<file path="src/hdl/tcps_pkg.sv">
// Shared types, register codes and arithmetic helpers for the text cell pixel shader.
// No dependencies; used by the register file, the core and the checker.
package tcps_pkg;

  // Cell size limits
  localparam int MAX_GLYPH_WIDTH  = 32;
  localparam int MAX_GLYPH_HEIGHT = 64;

  // Register indexes (byte address = 8 * index)
  localparam logic [2:0] REG_GLYPH_WIDTH      = 3'd0;
  localparam logic [2:0] REG_GLYPH_HEIGHT     = 3'd1;
  localparam logic [2:0] REG_CURSOR_COLUMN    = 3'd2;
  localparam logic [2:0] REG_CURSOR_LINE      = 3'd3;
  localparam logic [2:0] REG_CURSOR_SHAPE     = 3'd4;
  localparam logic [2:0] REG_CURSOR_RGB       = 3'd5;
  localparam logic [2:0] REG_DISPLAY_FLAGS    = 3'd6;
  localparam logic [2:0] REG_SELECTION_COLORS = 3'd7;

  // Cursor shapes
  localparam logic [2:0] CUR_BLOCK     = 3'd1;
  localparam logic [2:0] CUR_HOLLOW    = 3'd2;
  localparam logic [2:0] CUR_UNDERLINE = 3'd3;
  localparam logic [2:0] CUR_BAR       = 3'd4;

  // Configuration register set
  typedef struct packed {
    logic [5:0]  glyph_width;
    logic [6:0]  glyph_height;
    logic [7:0]  cursor_column;
    logic [6:0]  cursor_line;
    logic [2:0]  cursor_shape;
    logic [23:0] cursor_rgb;
    logic [2:0]  display_flags;
    logic [49:0] selection_colors;
  } tcps_cfg_t;

  // x / 255 for x up to 65279 (quotient fits in 8 bits)
  function automatic logic [7:0] div255(input logic [15:0] x);
    logic [16:0] t;
    t = {1'b0, x} + 17'd1 + {9'd0, x[15:8]};
    return t[15:8];
  endfunction

  // v / 6 for a 6-bit value, by reciprocal multiply (43 / 256)
  function automatic logic [3:0] div6(input logic [5:0] v);
    logic [11:0] p;
    p = {6'd0, v} * 12'd43;
    return p[11:8];
  endfunction

endpackage

</file>
<file path="src/hdl/tcps_regs.sv">
// APB-style configuration register file for the text cell pixel shader.
// Depends on tcps_pkg for register codes and the tcps_cfg_t bundle.
module tcps_regs import tcps_pkg::*; (
  input  logic        clk,
  input  logic        rst_n,
  input  logic        psel,
  input  logic        penable,
  input  logic        pwrite,
  input  logic [5:0]  paddr,
  input  logic [63:0] pwdata,
  output logic [63:0] prdata,
  output logic        pready,
  output tcps_cfg_t   cfg
);

  localparam tcps_cfg_t CFG_RESET = '{
    glyph_width:      6'd8,
    glyph_height:     7'd16,
    cursor_column:    8'd0,
    cursor_line:      7'd0,
    cursor_shape:     CUR_BLOCK,
    cursor_rgb:       24'hFFFFFF,
    display_flags:    3'd2,
    selection_colors: 50'd0
  };

  tcps_cfg_t  cfg_r;
  logic [2:0] reg_idx;
  logic       wr_en;

  assign pready  = 1'b1;
  assign reg_idx = paddr[5:3];
  assign wr_en   = psel && penable && pwrite && pready;
  assign cfg     = cfg_r;

  // Register writes on the access phase
  always_ff @(posedge clk) begin
    if (!rst_n) begin
      cfg_r <= CFG_RESET;
    end else if (wr_en) begin
      unique case (reg_idx)
        REG_GLYPH_WIDTH:      cfg_r.glyph_width      <= pwdata[5:0];
        REG_GLYPH_HEIGHT:     cfg_r.glyph_height     <= pwdata[6:0];
        REG_CURSOR_COLUMN:    cfg_r.cursor_column    <= pwdata[7:0];
        REG_CURSOR_LINE:      cfg_r.cursor_line      <= pwdata[6:0];
        REG_CURSOR_SHAPE:     cfg_r.cursor_shape     <= pwdata[2:0];
        REG_CURSOR_RGB:       cfg_r.cursor_rgb       <= pwdata[23:0];
        REG_DISPLAY_FLAGS:    cfg_r.display_flags    <= pwdata[2:0];
        REG_SELECTION_COLORS: cfg_r.selection_colors <= pwdata[49:0];
        default: ;
      endcase
    end
  end

  // Read mux
  always_comb begin
    unique case (reg_idx)
      REG_GLYPH_WIDTH:      prdata = {58'd0, cfg_r.glyph_width};
      REG_GLYPH_HEIGHT:     prdata = {57'd0, cfg_r.glyph_height};
      REG_CURSOR_COLUMN:    prdata = {56'd0, cfg_r.cursor_column};
      REG_CURSOR_LINE:      prdata = {57'd0, cfg_r.cursor_line};
      REG_CURSOR_SHAPE:     prdata = {61'd0, cfg_r.cursor_shape};
      REG_CURSOR_RGB:       prdata = {40'd0, cfg_r.cursor_rgb};
      REG_DISPLAY_FLAGS:    prdata = {61'd0, cfg_r.display_flags};
      REG_SELECTION_COLORS: prdata = {14'd0, cfg_r.selection_colors};
      default:              prdata = 64'd0;
    endcase
  end

endmodule

</file>
<file path="src/hdl/text_cell_pixel_shader_core.sv">
// Text cell pixel shader: one terminal cell pixel in, final color and screen position out.
// Depends on tcps_pkg and tcps_regs.
//
// Usage:
//   Input channel (in_valid / in_ready) carries one pixel request: cell colors,
//   attributes, selection flag, cell and pixel position, coverage and color-glyph RGBA.
//   Output channel (out_valid / out_ready) returns pixel_rgb, screen_x, screen_y.
//   The APB port (psel .. pready, 64-bit data, registers at 8-byte spacing)
//   sets cell size, cursor, display flags and selection colors; write it only
//   while no request is in flight.
//   After the accepting edge the request passes through stages two to five, and
//   out_valid rises when it reaches the fifth; throughput is one pixel per cycle
//   while out_ready stays high, through five register stages (input capture,
//   color resolve, faint divide and cursor fill, channel multiplies, divide and overlay).
//   Each stage holds its request until the next stage frees up, so when the
//   receiver stalls the pipe fills up to five requests and then in_ready drops;
//   nothing is lost or repeated.
//   Reset (rst_n low, synchronous) empties the pipeline and loads the register
//   defaults: 8x16 cells, filled white cursor at the top-left cell, blink phase visible.
module text_cell_pixel_shader_core import tcps_pkg::*; (
  input  logic        clk,
  input  logic        rst_n,
  // input requests
  input  logic        in_valid,
  output logic        in_ready,
  input  logic [23:0] in_fg_color,
  input  logic [23:0] in_bg_color,
  input  logic [23:0] in_underline_rgb,
  input  logic [10:0] in_attributes,
  input  logic        in_is_selected,
  input  logic [7:0]  in_cell_col,
  input  logic [6:0]  in_cell_row,
  input  logic [5:0]  in_px_x,
  input  logic [5:0]  in_px_y,
  input  logic [7:0]  in_coverage,
  input  logic [31:0] in_glyph_rgba,
  // results
  output logic        out_valid,
  input  logic        out_ready,
  output logic [23:0] out_pixel_rgb,
  output logic [13:0] out_screen_x,
  output logic [12:0] out_screen_y,
  // configuration
  input  logic        psel,
  input  logic        penable,
  input  logic        pwrite,
  input  logic [5:0]  paddr,
  input  logic [63:0] pwdata,
  output logic [63:0] prdata,
  output logic        pready
);

  // Underline styles
  localparam logic [2:0] UL_NONE   = 3'd0;
  localparam logic [2:0] UL_SINGLE = 3'd1;
  localparam logic [2:0] UL_DOUBLE = 3'd2;
  localparam logic [2:0] UL_CURLY  = 3'd3;
  localparam logic [2:0] UL_DOTTED = 3'd4;
  localparam logic [2:0] UL_DASHED = 3'd5;

  // Fields that ride along to the decoration stage
  typedef struct packed {
    logic [23:0] ul;
    logic        strike;
    logic        over;
    logic        link;
    logic [2:0]  ustyle;
    logic [5:0]  x;
    logic [5:0]  y;
    logic [5:0]  gw;
    logic [6:0]  ch;
    logic [6:0]  cw;
    logic [23:0] cur;
    logic        here;
    logic [13:0] sx;
    logic [12:0] sy;
  } deco_t;

  tcps_cfg_t cfg;

  tcps_regs u_regs (
    .clk     (clk),
    .rst_n   (rst_n),
    .psel    (psel),
    .penable (penable),
    .pwrite  (pwrite),
    .paddr   (paddr),
    .pwdata  (pwdata),
    .prdata  (prdata),
    .pready  (pready),
    .cfg     (cfg)
  );

  // ---------------------------------------------------------------------------
  // Pipeline control: a stage loads when it is empty or its content moves on
  logic v1_r, v2_r, v3_r, v4_r, v5_r;
  logic en1, en2, en3, en4, en5;

  assign en5      = !v5_r || out_ready;
  assign en4      = !v4_r || en5;
  assign en3      = !v3_r || en4;
  assign en2      = !v2_r || en3;
  assign en1      = !v1_r || en2;
  assign in_ready = en1;
  assign out_valid = v5_r;

  always_ff @(posedge clk) begin
    if (!rst_n) begin
      v1_r <= 1'b0;
      v2_r <= 1'b0;
      v3_r <= 1'b0;
      v4_r <= 1'b0;
      v5_r <= 1'b0;
    end else begin
      if (en1) v1_r <= in_valid;
      if (en2) v2_r <= v1_r;
      if (en3) v3_r <= v2_r;
      if (en4) v4_r <= v3_r;
      if (en5) v5_r <= v4_r;
    end
  end

  // ---------------------------------------------------------------------------
  // Stage 1: input capture
  logic [23:0] s1_fg_r, s1_bg_r, s1_ul_r;
  logic [10:0] s1_attr_r;
  logic        s1_sel_r;
  logic [7:0]  s1_col_r;
  logic [6:0]  s1_row_r;
  logic [5:0]  s1_x_r, s1_y_r;
  logic [7:0]  s1_cov_r;
  logic [31:0] s1_rgba_r;

  always_ff @(posedge clk) begin
    if (en1) begin
      s1_fg_r   <= in_fg_color;
      s1_bg_r   <= in_bg_color;
      s1_ul_r   <= in_underline_rgb;
      s1_attr_r <= in_attributes;
      s1_sel_r  <= in_is_selected;
      s1_col_r  <= in_cell_col;
      s1_row_r  <= in_cell_row;
      s1_x_r    <= in_px_x;
      s1_y_r    <= in_px_y;
      s1_cov_r  <= in_coverage;
      s1_rgba_r <= in_glyph_rgba;
    end
  end

  // ---------------------------------------------------------------------------
  // Stage 2: cell size, color swaps, cursor match, faint products, positions
  logic [5:0]  gw_nxt;
  logic [6:0]  gh_nxt;
  logic [23:0] fg_sw, bg_sw, s2_fg_nxt, s2_bg_nxt, s2_cur_nxt;
  logic [1:0]  sel_mask;
  logic [15:0] s2_fsum_nxt [3];
  logic        s2_hidden_nxt;
  logic [13:0] sx_prod;
  logic [12:0] sy_prod;
  deco_t       s2_deco_nxt;

  always_comb begin
    // clamp the cell size
    if (cfg.glyph_width == 6'd0) begin
      gw_nxt = 6'd1;
    end else if (cfg.glyph_width > 6'(MAX_GLYPH_WIDTH)) begin
      gw_nxt = 6'(MAX_GLYPH_WIDTH);
    end else begin
      gw_nxt = cfg.glyph_width;
    end
    if (cfg.glyph_height == 7'd0) begin
      gh_nxt = 7'd1;
    end else if (cfg.glyph_height > 7'(MAX_GLYPH_HEIGHT)) begin
      gh_nxt = 7'(MAX_GLYPH_HEIGHT);
    end else begin
      gh_nxt = cfg.glyph_height;
    end

    // inverse against screen reverse
    if (s1_attr_r[1] != cfg.display_flags[0]) begin
      fg_sw = s1_bg_r;
      bg_sw = s1_fg_r;
    end else begin
      fg_sw = s1_fg_r;
      bg_sw = s1_bg_r;
    end

    // selection: swap, or override the masked colors
    sel_mask  = cfg.selection_colors[49:48];
    s2_fg_nxt = fg_sw;
    s2_bg_nxt = bg_sw;
    if (s1_sel_r) begin
      if (sel_mask == 2'd0) begin
        s2_fg_nxt = bg_sw;
        s2_bg_nxt = fg_sw;
      end else begin
        if (sel_mask[0]) s2_fg_nxt = cfg.selection_colors[47:24];
        if (sel_mask[1]) s2_bg_nxt = cfg.selection_colors[23:0];
      end
    end

    // faint half blend numerators: f*128 + b*127 + 127
    for (int i = 0; i < 3; i++) begin
      s2_fsum_nxt[i] = {1'b0, s2_fg_nxt[i*8 +: 8], 7'd0}
                     + ({8'd0, s2_bg_nxt[i*8 +: 8]} * 16'd127) + 16'd127;
    end

    s2_hidden_nxt = s1_attr_r[3] || (s1_attr_r[4] && !cfg.display_flags[1]);

    // cursor color, inverted when it matches the background
    s2_cur_nxt = (cfg.cursor_rgb == s2_bg_nxt) ? ~cfg.cursor_rgb : cfg.cursor_rgb;

    sx_prod = {6'd0, s1_col_r} * {8'd0, gw_nxt};
    sy_prod = {6'd0, s1_row_r} * {6'd0, gh_nxt};

    s2_deco_nxt.ul     = s1_ul_r;
    s2_deco_nxt.strike = s1_attr_r[5];
    s2_deco_nxt.over   = s1_attr_r[6];
    s2_deco_nxt.link   = s1_attr_r[7];
    s2_deco_nxt.ustyle = s1_attr_r[10:8];
    s2_deco_nxt.x      = s1_x_r;
    s2_deco_nxt.y      = s1_y_r;
    s2_deco_nxt.gw     = gw_nxt;
    s2_deco_nxt.ch     = gh_nxt;
    s2_deco_nxt.cw     = s1_attr_r[0] ? {gw_nxt, 1'b0} : {1'b0, gw_nxt};
    s2_deco_nxt.cur    = s2_cur_nxt;
    s2_deco_nxt.here   = (s1_col_r == cfg.cursor_column) && (s1_row_r == cfg.cursor_line)
                      && (!cfg.display_flags[2] || cfg.display_flags[1]);
    s2_deco_nxt.sx     = sx_prod + {8'd0, s1_x_r};
    s2_deco_nxt.sy     = sy_prod + {7'd0, s1_y_r};
  end

  logic [23:0] s2_fg_r, s2_bg_r;
  logic [15:0] s2_fsum_r [3];
  logic        s2_faint_r, s2_hidden_r;
  logic [7:0]  s2_cov_r;
  logic [31:0] s2_rgba_r;
  deco_t       s2_deco_r;

  always_ff @(posedge clk) begin
    if (en2) begin
      s2_fg_r     <= s2_fg_nxt;
      s2_bg_r     <= s2_bg_nxt;
      s2_fsum_r   <= s2_fsum_nxt;
      s2_faint_r  <= s1_attr_r[2];
      s2_hidden_r <= s2_hidden_nxt;
      s2_cov_r    <= s1_cov_r;
      s2_rgba_r   <= s1_rgba_r;
      s2_deco_r   <= s2_deco_nxt;
    end
  end

  // ---------------------------------------------------------------------------
  // Stage 3: faint divide, hiding, filled cursor, scaled glyph alpha
  logic [23:0] s3_fg_nxt, s3_bg_nxt, fg_faint;
  logic [7:0]  s3_alpha_nxt;

  always_comb begin
    fg_faint = {div255(s2_fsum_r[2]), div255(s2_fsum_r[1]), div255(s2_fsum_r[0])};
    s3_fg_nxt = s2_faint_r ? fg_faint : s2_fg_r;
    s3_bg_nxt = s2_bg_r;
    if (s2_hidden_r) s3_fg_nxt = s2_bg_r;
    if (s2_deco_r.here && cfg.cursor_shape == CUR_BLOCK) begin
      s3_fg_nxt = s2_bg_r;
      s3_bg_nxt = s2_deco_r.cur;
    end
    s3_alpha_nxt = s2_faint_r ? div255({1'b0, s2_rgba_r[7:0], 7'd0}) : s2_rgba_r[7:0];
  end

  logic [23:0] s3_fg_r, s3_bg_r, s3_grgb_r;
  logic [7:0]  s3_alpha_r, s3_cov_r;
  logic        s3_glyph_r, s3_faint_r;
  deco_t       s3_deco_r;

  always_ff @(posedge clk) begin
    if (en3) begin
      s3_fg_r    <= s3_fg_nxt;
      s3_bg_r    <= s3_bg_nxt;
      s3_grgb_r  <= s2_rgba_r[31:8];
      s3_alpha_r <= s3_alpha_nxt;
      s3_cov_r   <= s2_cov_r;
      s3_glyph_r <= !s2_hidden_r && (s2_rgba_r[7:0] != 8'd0);
      s3_faint_r <= s2_faint_r;
      s3_deco_r  <= s2_deco_r;
    end
  end

  // ---------------------------------------------------------------------------
  // Stage 4: channel products (blend or glyph) and decoration decision
  logic [15:0] s4_p1_nxt [3];
  logic [15:0] s4_p2_nxt [3];
  logic [7:0]  m1a, m1b, m2a, m2b;
  deco_t       d;
  logic        px_in_cell, hyper, draw, pat, wave, ul_hit, strike_hit, over_hit, cur_hit;
  logic [2:0]  st;
  logic [23:0] uc;
  logic [3:0]  x_q, th_u, th_b;
  logic [5:0]  x_r;
  logic        s4_ovr_nxt;
  logic [23:0] s4_ovr_rgb_nxt;

  always_comb begin
    // shared multipliers: f*c and b*(255-c), or C*s and b*(255-a')
    for (int i = 0; i < 3; i++) begin
      if (s3_glyph_r) begin
        m1a = s3_grgb_r[i*8 +: 8];
        m1b = s3_faint_r ? 8'd128 : 8'd255;
        m2b = 8'd255 - s3_alpha_r;
      end else begin
        m1a = s3_fg_r[i*8 +: 8];
        m1b = s3_cov_r;
        m2b = 8'd255 - s3_cov_r;
      end
      m2a = s3_bg_r[i*8 +: 8];
      s4_p1_nxt[i] = {8'd0, m1a} * {8'd0, m1b};
      s4_p2_nxt[i] = {8'd0, m2a} * {8'd0, m2b};
    end

    d          = s3_deco_r;
    px_in_cell = ({1'b0, d.x} < d.cw) && ({1'b0, d.y} < d.ch);

    // underline / hyperlink underline
    hyper = (d.ustyle == UL_NONE) && d.link;
    st    = hyper ? UL_SINGLE : d.ustyle;
    uc    = hyper ? s3_fg_r : d.ul;
    x_q   = div6(d.x);
    x_r   = d.x - {x_q, 2'b00} - {1'b0, x_q, 1'b0};
    draw  = (st != UL_DOTTED) || !d.x[0];
    pat   = (st != UL_DASHED) || (x_r < 6'd4);
    wave  = (st == UL_CURLY) && d.x[0];
    ul_hit = ((d.ustyle != UL_NONE) || hyper)
          && ((draw && pat && (({2'b0, d.y} + 8'd1 + {7'd0, wave}) == {1'b0, d.ch}))
           || ((st == UL_DOUBLE) && (d.ch > 7'd2) && (({2'b0, d.y} + 8'd3) == {1'b0, d.ch})));

    strike_hit = d.strike && (d.y == d.ch[6:1]);
    over_hit   = d.over && (d.y == 6'd0);

    // cursor outlines
    th_u = (d.ch[6:3] == 4'd0) ? 4'd1 : d.ch[6:3];
    th_b = (div6(d.gw) == 4'd0) ? 4'd1 : div6(d.gw);
    case (cfg.cursor_shape)
      CUR_HOLLOW:    cur_hit = (d.y == 6'd0) || (({1'b0, d.y} + 7'd1) == d.ch)
                            || (d.x == 6'd0) || (({1'b0, d.x} + 7'd1) == d.cw);
      CUR_UNDERLINE: cur_hit = ({2'b0, d.y} + {4'd0, th_u}) >= {1'b0, d.ch};
      CUR_BAR:       cur_hit = d.x < {2'b0, th_b};
      default:       cur_hit = 1'b0;
    endcase
    cur_hit = cur_hit && d.here;

    // the cursor wins over overline/strike, which win over underline
    s4_ovr_nxt     = 1'b0;
    s4_ovr_rgb_nxt = uc;
    if (px_in_cell) begin
      if (cur_hit) begin
        s4_ovr_nxt     = 1'b1;
        s4_ovr_rgb_nxt = d.cur;
      end else if (over_hit || strike_hit) begin
        s4_ovr_nxt     = 1'b1;
        s4_ovr_rgb_nxt = s3_fg_r;
      end else if (ul_hit) begin
        s4_ovr_nxt     = 1'b1;
        s4_ovr_rgb_nxt = uc;
      end
    end
  end

  logic [15:0] s4_p1_r [3];
  logic [15:0] s4_p2_r [3];
  logic        s4_glyph_r, s4_ovr_r;
  logic [23:0] s4_ovr_rgb_r;
  logic [13:0] s4_sx_r;
  logic [12:0] s4_sy_r;

  always_ff @(posedge clk) begin
    if (en4) begin
      s4_p1_r      <= s4_p1_nxt;
      s4_p2_r      <= s4_p2_nxt;
      s4_glyph_r   <= s3_glyph_r;
      s4_ovr_r     <= s4_ovr_nxt;
      s4_ovr_rgb_r <= s4_ovr_rgb_nxt;
      s4_sx_r      <= s3_deco_r.sx;
      s4_sy_r      <= s3_deco_r.sy;
    end
  end

  // ---------------------------------------------------------------------------
  // Stage 5: divide by 255, saturate glyph channels, apply overlay
  logic [23:0] base_rgb, s5_pix_nxt;
  logic [8:0]  gsum;
  logic [15:0] bsum;

  always_comb begin
    for (int i = 0; i < 3; i++) begin
      gsum = {1'b0, div255(s4_p1_r[i])} + {1'b0, div255(s4_p2_r[i])};
      bsum = s4_p1_r[i] + s4_p2_r[i] + 16'd127;
      if (s4_glyph_r) begin
        base_rgb[i*8 +: 8] = gsum[8] ? 8'd255 : gsum[7:0];
      end else begin
        base_rgb[i*8 +: 8] = div255(bsum);
      end
    end
    s5_pix_nxt = s4_ovr_r ? s4_ovr_rgb_r : base_rgb;
  end

  logic [23:0] s5_pix_r;
  logic [13:0] s5_sx_r;
  logic [12:0] s5_sy_r;

  always_ff @(posedge clk) begin
    if (en5) begin
      s5_pix_r <= s5_pix_nxt;
      s5_sx_r  <= s4_sx_r;
      s5_sy_r  <= s4_sy_r;
    end
  end

  assign out_pixel_rgb = s5_pix_r;
  assign out_screen_x  = s5_sx_r;
  assign out_screen_y  = s5_sy_r;

endmodule

</file>
<file path="config.mk">
export PLATFORM = sky130hd
export DESIGN_NAME = text_cell_pixel_shader_core
export DESIGN_NICKNAME = d
export VERILOG_FILES = /design/src/hdl/tcps_pkg.sv /design/src/hdl/tcps_regs.sv /design/src/hdl/text_cell_pixel_shader_core.sv
export SDC_FILE = /design/constraint.sdc
export NUM_CORES = 2
export LEC_CHECK = 0
export ABC_AREA = 0
export BUFFER_PORTS_ARGS = -buffer_cell sky130_fd_sc_hd__buf_4
export CAP_MARGIN = 20
export CORE_ASPECT_RATIO = 0.8
export CORE_UTILIZATION = 30
export DETAILED_ROUTE_END_ITERATION = 6
export PLACE_DENSITY = 0.46
export REMOVE_ABC_BUFFERS = 1
export SETUP_SLACK_MARGIN = 0.2
export SLEW_MARGIN = 20
export SYNTH_ARGS = -nofsm -noshare
export SYNTH_HDL_FRONTEND = slang
export SYNTH_SLANG_ARGS = --single-unit
</file>
<file path="constraint.sdc">
create_clock -name clk -period 8.1 [get_ports clk]
set_input_delay 0 -clock clk [delete_from_list [all_inputs] [get_ports clk]]
set_output_delay 0 -clock clk [all_outputs]
set_load 0.03 [all_outputs]
</file>
==> metrics.log <==
INFO  metric floorplan.initialDensity = 30.25%
INFO  metric globalRouteTotalUtil = 17.49%
INFO  metric cts_tree = yes
INFO  metric netlist-cell-type-count = 94
INFO  metric antenna_violations_before_repair = 12
INFO  metric most_frequently_used_cell_type_in_the_post_synthesis_netlist = edfxtp_1
INFO  metric floorplan.core_area = 214,900 µm²
INFO  metric row_count = 152
INFO  metric postRouteAntennaNets = 0
INFO  metric sequentialPowerShare = 24.8%
INFO  metric place.gp.congestion = approximately 0.86
INFO  metric clock.fmax = 139.0 MHz
INFO  metric finalSetupTns = 0 ns
INFO  metric num-nets-final = 7,890
INFO  metric final.setup_skew = 0.08608 ns
INFO  metric internal_power = 17.00 mW
INFO  metric hold_start = pwdata[35]
INFO  metric num-fill-cells = 21,370
INFO  metric clock_power_share = between 10% and 20%
INFO  metric clock-sinks = 920
INFO  metric maxSlewHeadroom = 21.10%
INFO  metric finish.instance_area = 78,370 µm²
INFO  metric wl_per_cell = 20.01 µm
INFO  metric grt_max_degree = 148
INFO  metric clock_tree.htree_level_count = 3
INFO  metric globalRoute.totalOverflow = 0
INFO  metric hold-path-cell-count = 4
INFO  metric worst_hold_path_type = primary input to flop
INFO  metric dieArea = 218,600 µm²
INFO  metric total_wirelength_of_the_detailed_routed_design = 190.9 mm
INFO  metric vias_per_cell = 4.783
INFO  metric postSynthRegisterBits = 920
INFO  metric cts_setup_buffers = 0
INFO  metric setup_viol = 0
INFO  metric ys.flop_type = edfxtp_1
INFO  metric cts.clk_slew.worst_paths = 0.07 ns
INFO  metric postSynth.asyncResetShare = 0%
INFO  metric synthCells = between 5,000 and 6,000
INFO  metric timing_worst_slew_pin_value = between 1 and 1.5 ns
INFO  metric boundaryPins = 346
INFO  metric clk_path_buf_depth = 3
INFO  metric crit_path_end_kind = flop
INFO  metric final_layout_size_suffix_gt1_share = a little over a tenth
INFO  metric timing.rr.end = s2_fsum_r[46]$_DFFE_PP_
INFO  metric cellLeakagePower = 33.74 nW
INFO  metric layout_min_cycle_time = approximately 7 ns
INFO  metric power.combinational.fraction = 58.8%
INFO  metric yosys-top-cells-count = 807 x edfxtp_1, 743 x inv_1, 656 x ha_1, 573 x nand2_1, 399 x fa_1
INFO  metric unrepaired_setup_endpoints_after_global_routing = no
INFO  metric ir_drop = 0.3350 mV
INFO  metric post-synth-top-area-cell = edfxtp_1
INFO  metric power_density = 379.5 nW/µm²
INFO  metric first_pass_iters = 5
INFO  metric r2r_start = s1_attr_r[1]$_DFFE_PP_
INFO  metric criticalPathCategory = flop to flop
INFO  metric post-synth-top-area-fraction = 37.28%
INFO  metric die_width = 522.4 µm
INFO  metric grt_pass1_vias = 46,090
INFO  metric ys_warn_count = 0
INFO  metric totalPowerFinal = 29.74 mW
INFO  metric buffer_ports.inserted = 313
INFO  metric final_min_period_over_clock_period = 88.84%
INFO  metric timing.final.hold_violations = 0
INFO  metric final-max-slew-violation-count = 0
INFO  metric detail_route.drc_violations = 0
INFO  metric synth_area_leaders = edfxtp_1 37%, ha_1 13%, fa_1 12%, inv_1 4.3%, dfxtp_1 3.5%
INFO  metric clk_latency = 0.78 ns
INFO  metric synth_enable_flop_cells = between 800 and 900
INFO  metric initial_drt_markers = 2,941
INFO  metric first_pass_grt_wire_length = 287.9 mm
INFO  metric timing.hold.worst_endpoint = u_regs.cfg[35]$_SDFFE_PN0P_
INFO  metric worstSetupStartpointType = flop
INFO  metric syn_area_per_cell = 11.01 µm²
INFO  metric clockRootBuffer = clkbuf_16
INFO  metric power.switching_fraction = 42.83%
INFO  metric rrSetupSlack = 0.90 ns
INFO  metric tritoncts.num_buffers = 103
INFO  metric worst_r2r_path_cells = 19
INFO  metric routed-via-count = 45,630
INFO  metric detailed_place_hpwl = 146.5 mm
INFO  metric dpl_cell_area = ~71,000 µm²
INFO  metric syn-cell-area = 65,000 µm²
INFO  metric critical_path_arrival = 7.69 ns
INFO  metric area_growth = 20.55%
INFO  metric drv_cap = 0
INFO  metric status = complete, no violations
INFO  metric total_switching_power = 12.74 mW
INFO  metric critical_path_required = 8.59 ns
INFO  metric floorplan_die_height = 418.4 µm
INFO  metric synth_seq_area_share = 40.76%
INFO  metric critical_path.max_fanout = 25
==> worst max path at each step <==
stage,startpoint,to,slack [ns],cells past startpoint
2_1_floorplan,out_valid$_SDFFE_PN0P_,s2_bg_r[0]$_DFFE_PP_,1.01,3
3_3_place_gp,s1_attr_r[1]$_DFFE_PP_,s2_fsum_r[46]$_DFFE_PP_,0.99,19
3_5_place_dp,s1_attr_r[1]$_DFFE_PP_,s2_fsum_r[46]$_DFFE_PP_,0.99,19
4_1_cts,s1_attr_r[1]$_DFFE_PP_,s2_fsum_r[46]$_DFFE_PP_,0.91,19
6_report,s1_attr_r[1]$_DFFE_PP_,s2_fsum_r[46]$_DFFE_PP_,0.90,19
5_1_grt,s1_attr_r[1]$_DFFE_PP_,s2_fsum_r[46]$_DFFE_PP_,0.56,20
==> cells in the final DEF (no fill, tap or decap), types with 36 or more instances in the layout <==
master	instances
o21ai_0	140
and2_1	190
xnor2_1	247
mux2_2	67
clkbuf_16	104
nor3_1	67
xor2_1	91
nand2b_1	36
ha_1	656
fa_1	399
nor2b_1	88
dlygate4sd3_1	405
dfxtp_1	113
nand2_1	570
a21o_1	39
a21oi_1	178
a21boi_0	73
nor2_1	322
mux2i_1	122
buf_4	373
nand3_1	131
edfxtp_1	807
o22ai_1	39
o21a_1	60
inv_1	741
==> worst max-delay path, stage by stage, from the launching register on <==
cell      delay, ns
edfxtp_1       0.52
xnor2_4        0.81
buf_4          0.37
mux2i_1        0.16
a211oi_2       1.00
inv_1          0.35
fa_1           0.54
inv_1          0.09
fa_1           0.44
fa_1           0.54
inv_1          0.05
fa_1           0.47
inv_1          0.04
ha_1           0.30
a21boi_0       0.15
o21ai_0        0.23
a21oi_1        0.13
a41o_1         0.28
o41ai_1        0.31
xnor2_1        0.10
==> logic make-up (layout without fill, tap and decap cells) <==
family          Yosys count  count (layout)  synth area share, %
other cells               2              16              0.01155
flops                   920             920                40.76
fa+ha+maj              1055            1055                24.91
compound gates          829             829                8.706
mux                     198             198                3.249
xor+xnor                355             355                4.968
simple gates           1602            1602                11.81
buf+inv                 942            1716                5.584
==> layer usage <==
metal	track usage [%]	wire length, µm	vias up
met1	25.32	93160	22670
li1	-	-	21710
met4	4.728	5234	0
met2	26.46	81790	1055
met5	0	0	-
met3	3.292	10710	205
==> state kept, by name, summed over array words and instances (netlist names), 32 cells and up <==
name and cells:
s1_rgba_r 32, d 114, u_regs.cfg 108, s4_p1_r 48
s2_rgba_r 32, s2_deco_r 114, s4_p2_r 48, s2_fsum_r 48
==> stage by stage <==
stage	setup slack [ns]	std cells	hold slack, ns	util, %
global placement	0.9931	8945	0.1788	32.94
finish	0.9039	9540	0.06360	36.47
CTS	0.9060	9538	0.003721	36.46
detailed placement	0.9887	8945	0.1794	32.94
floorplan	1.012	5720	0.06194	-
global route	0.5559	9539	0.004017	36.46
==> power by group through the flow <==
stage,clock network (mW),registers [mW],logic (mW)
finish,4.89,7.37,17.5
global route,5.22,7.44,19.9
global placement,0,7.45,17.1
CTS,5.05,7.36,17.6
floorplan,0,7.19,13.1
detailed placement,0,7.46,17.2
==> cell type report <==
type | count | area (µm²) | share of cell area, %
Multi-Input combinational cell | 4054 | 35070 | 44.75
Sequential cell | 920 | 26500 | 33.81
Timing Repair Buffer | 782 | 6913 | 8.821
Tap cell | 2849 | 3565 | 4.549
Inverter | 746 | 2808 | 3.583
Clock buffer | 113 | 2646 | 3.377
Clock inverter | 75 | 865.8 | 1.105
Antenna cell | 1 | 2.502 | 0.003193
==> timing repair <==
action	in CTS	in global routing
hold buffers	405	0
setup endpoints to repair	0	0
hold endpoints to repair	277	0
gates resized for setup	0	0
Power figures use the tool's default switching activity.
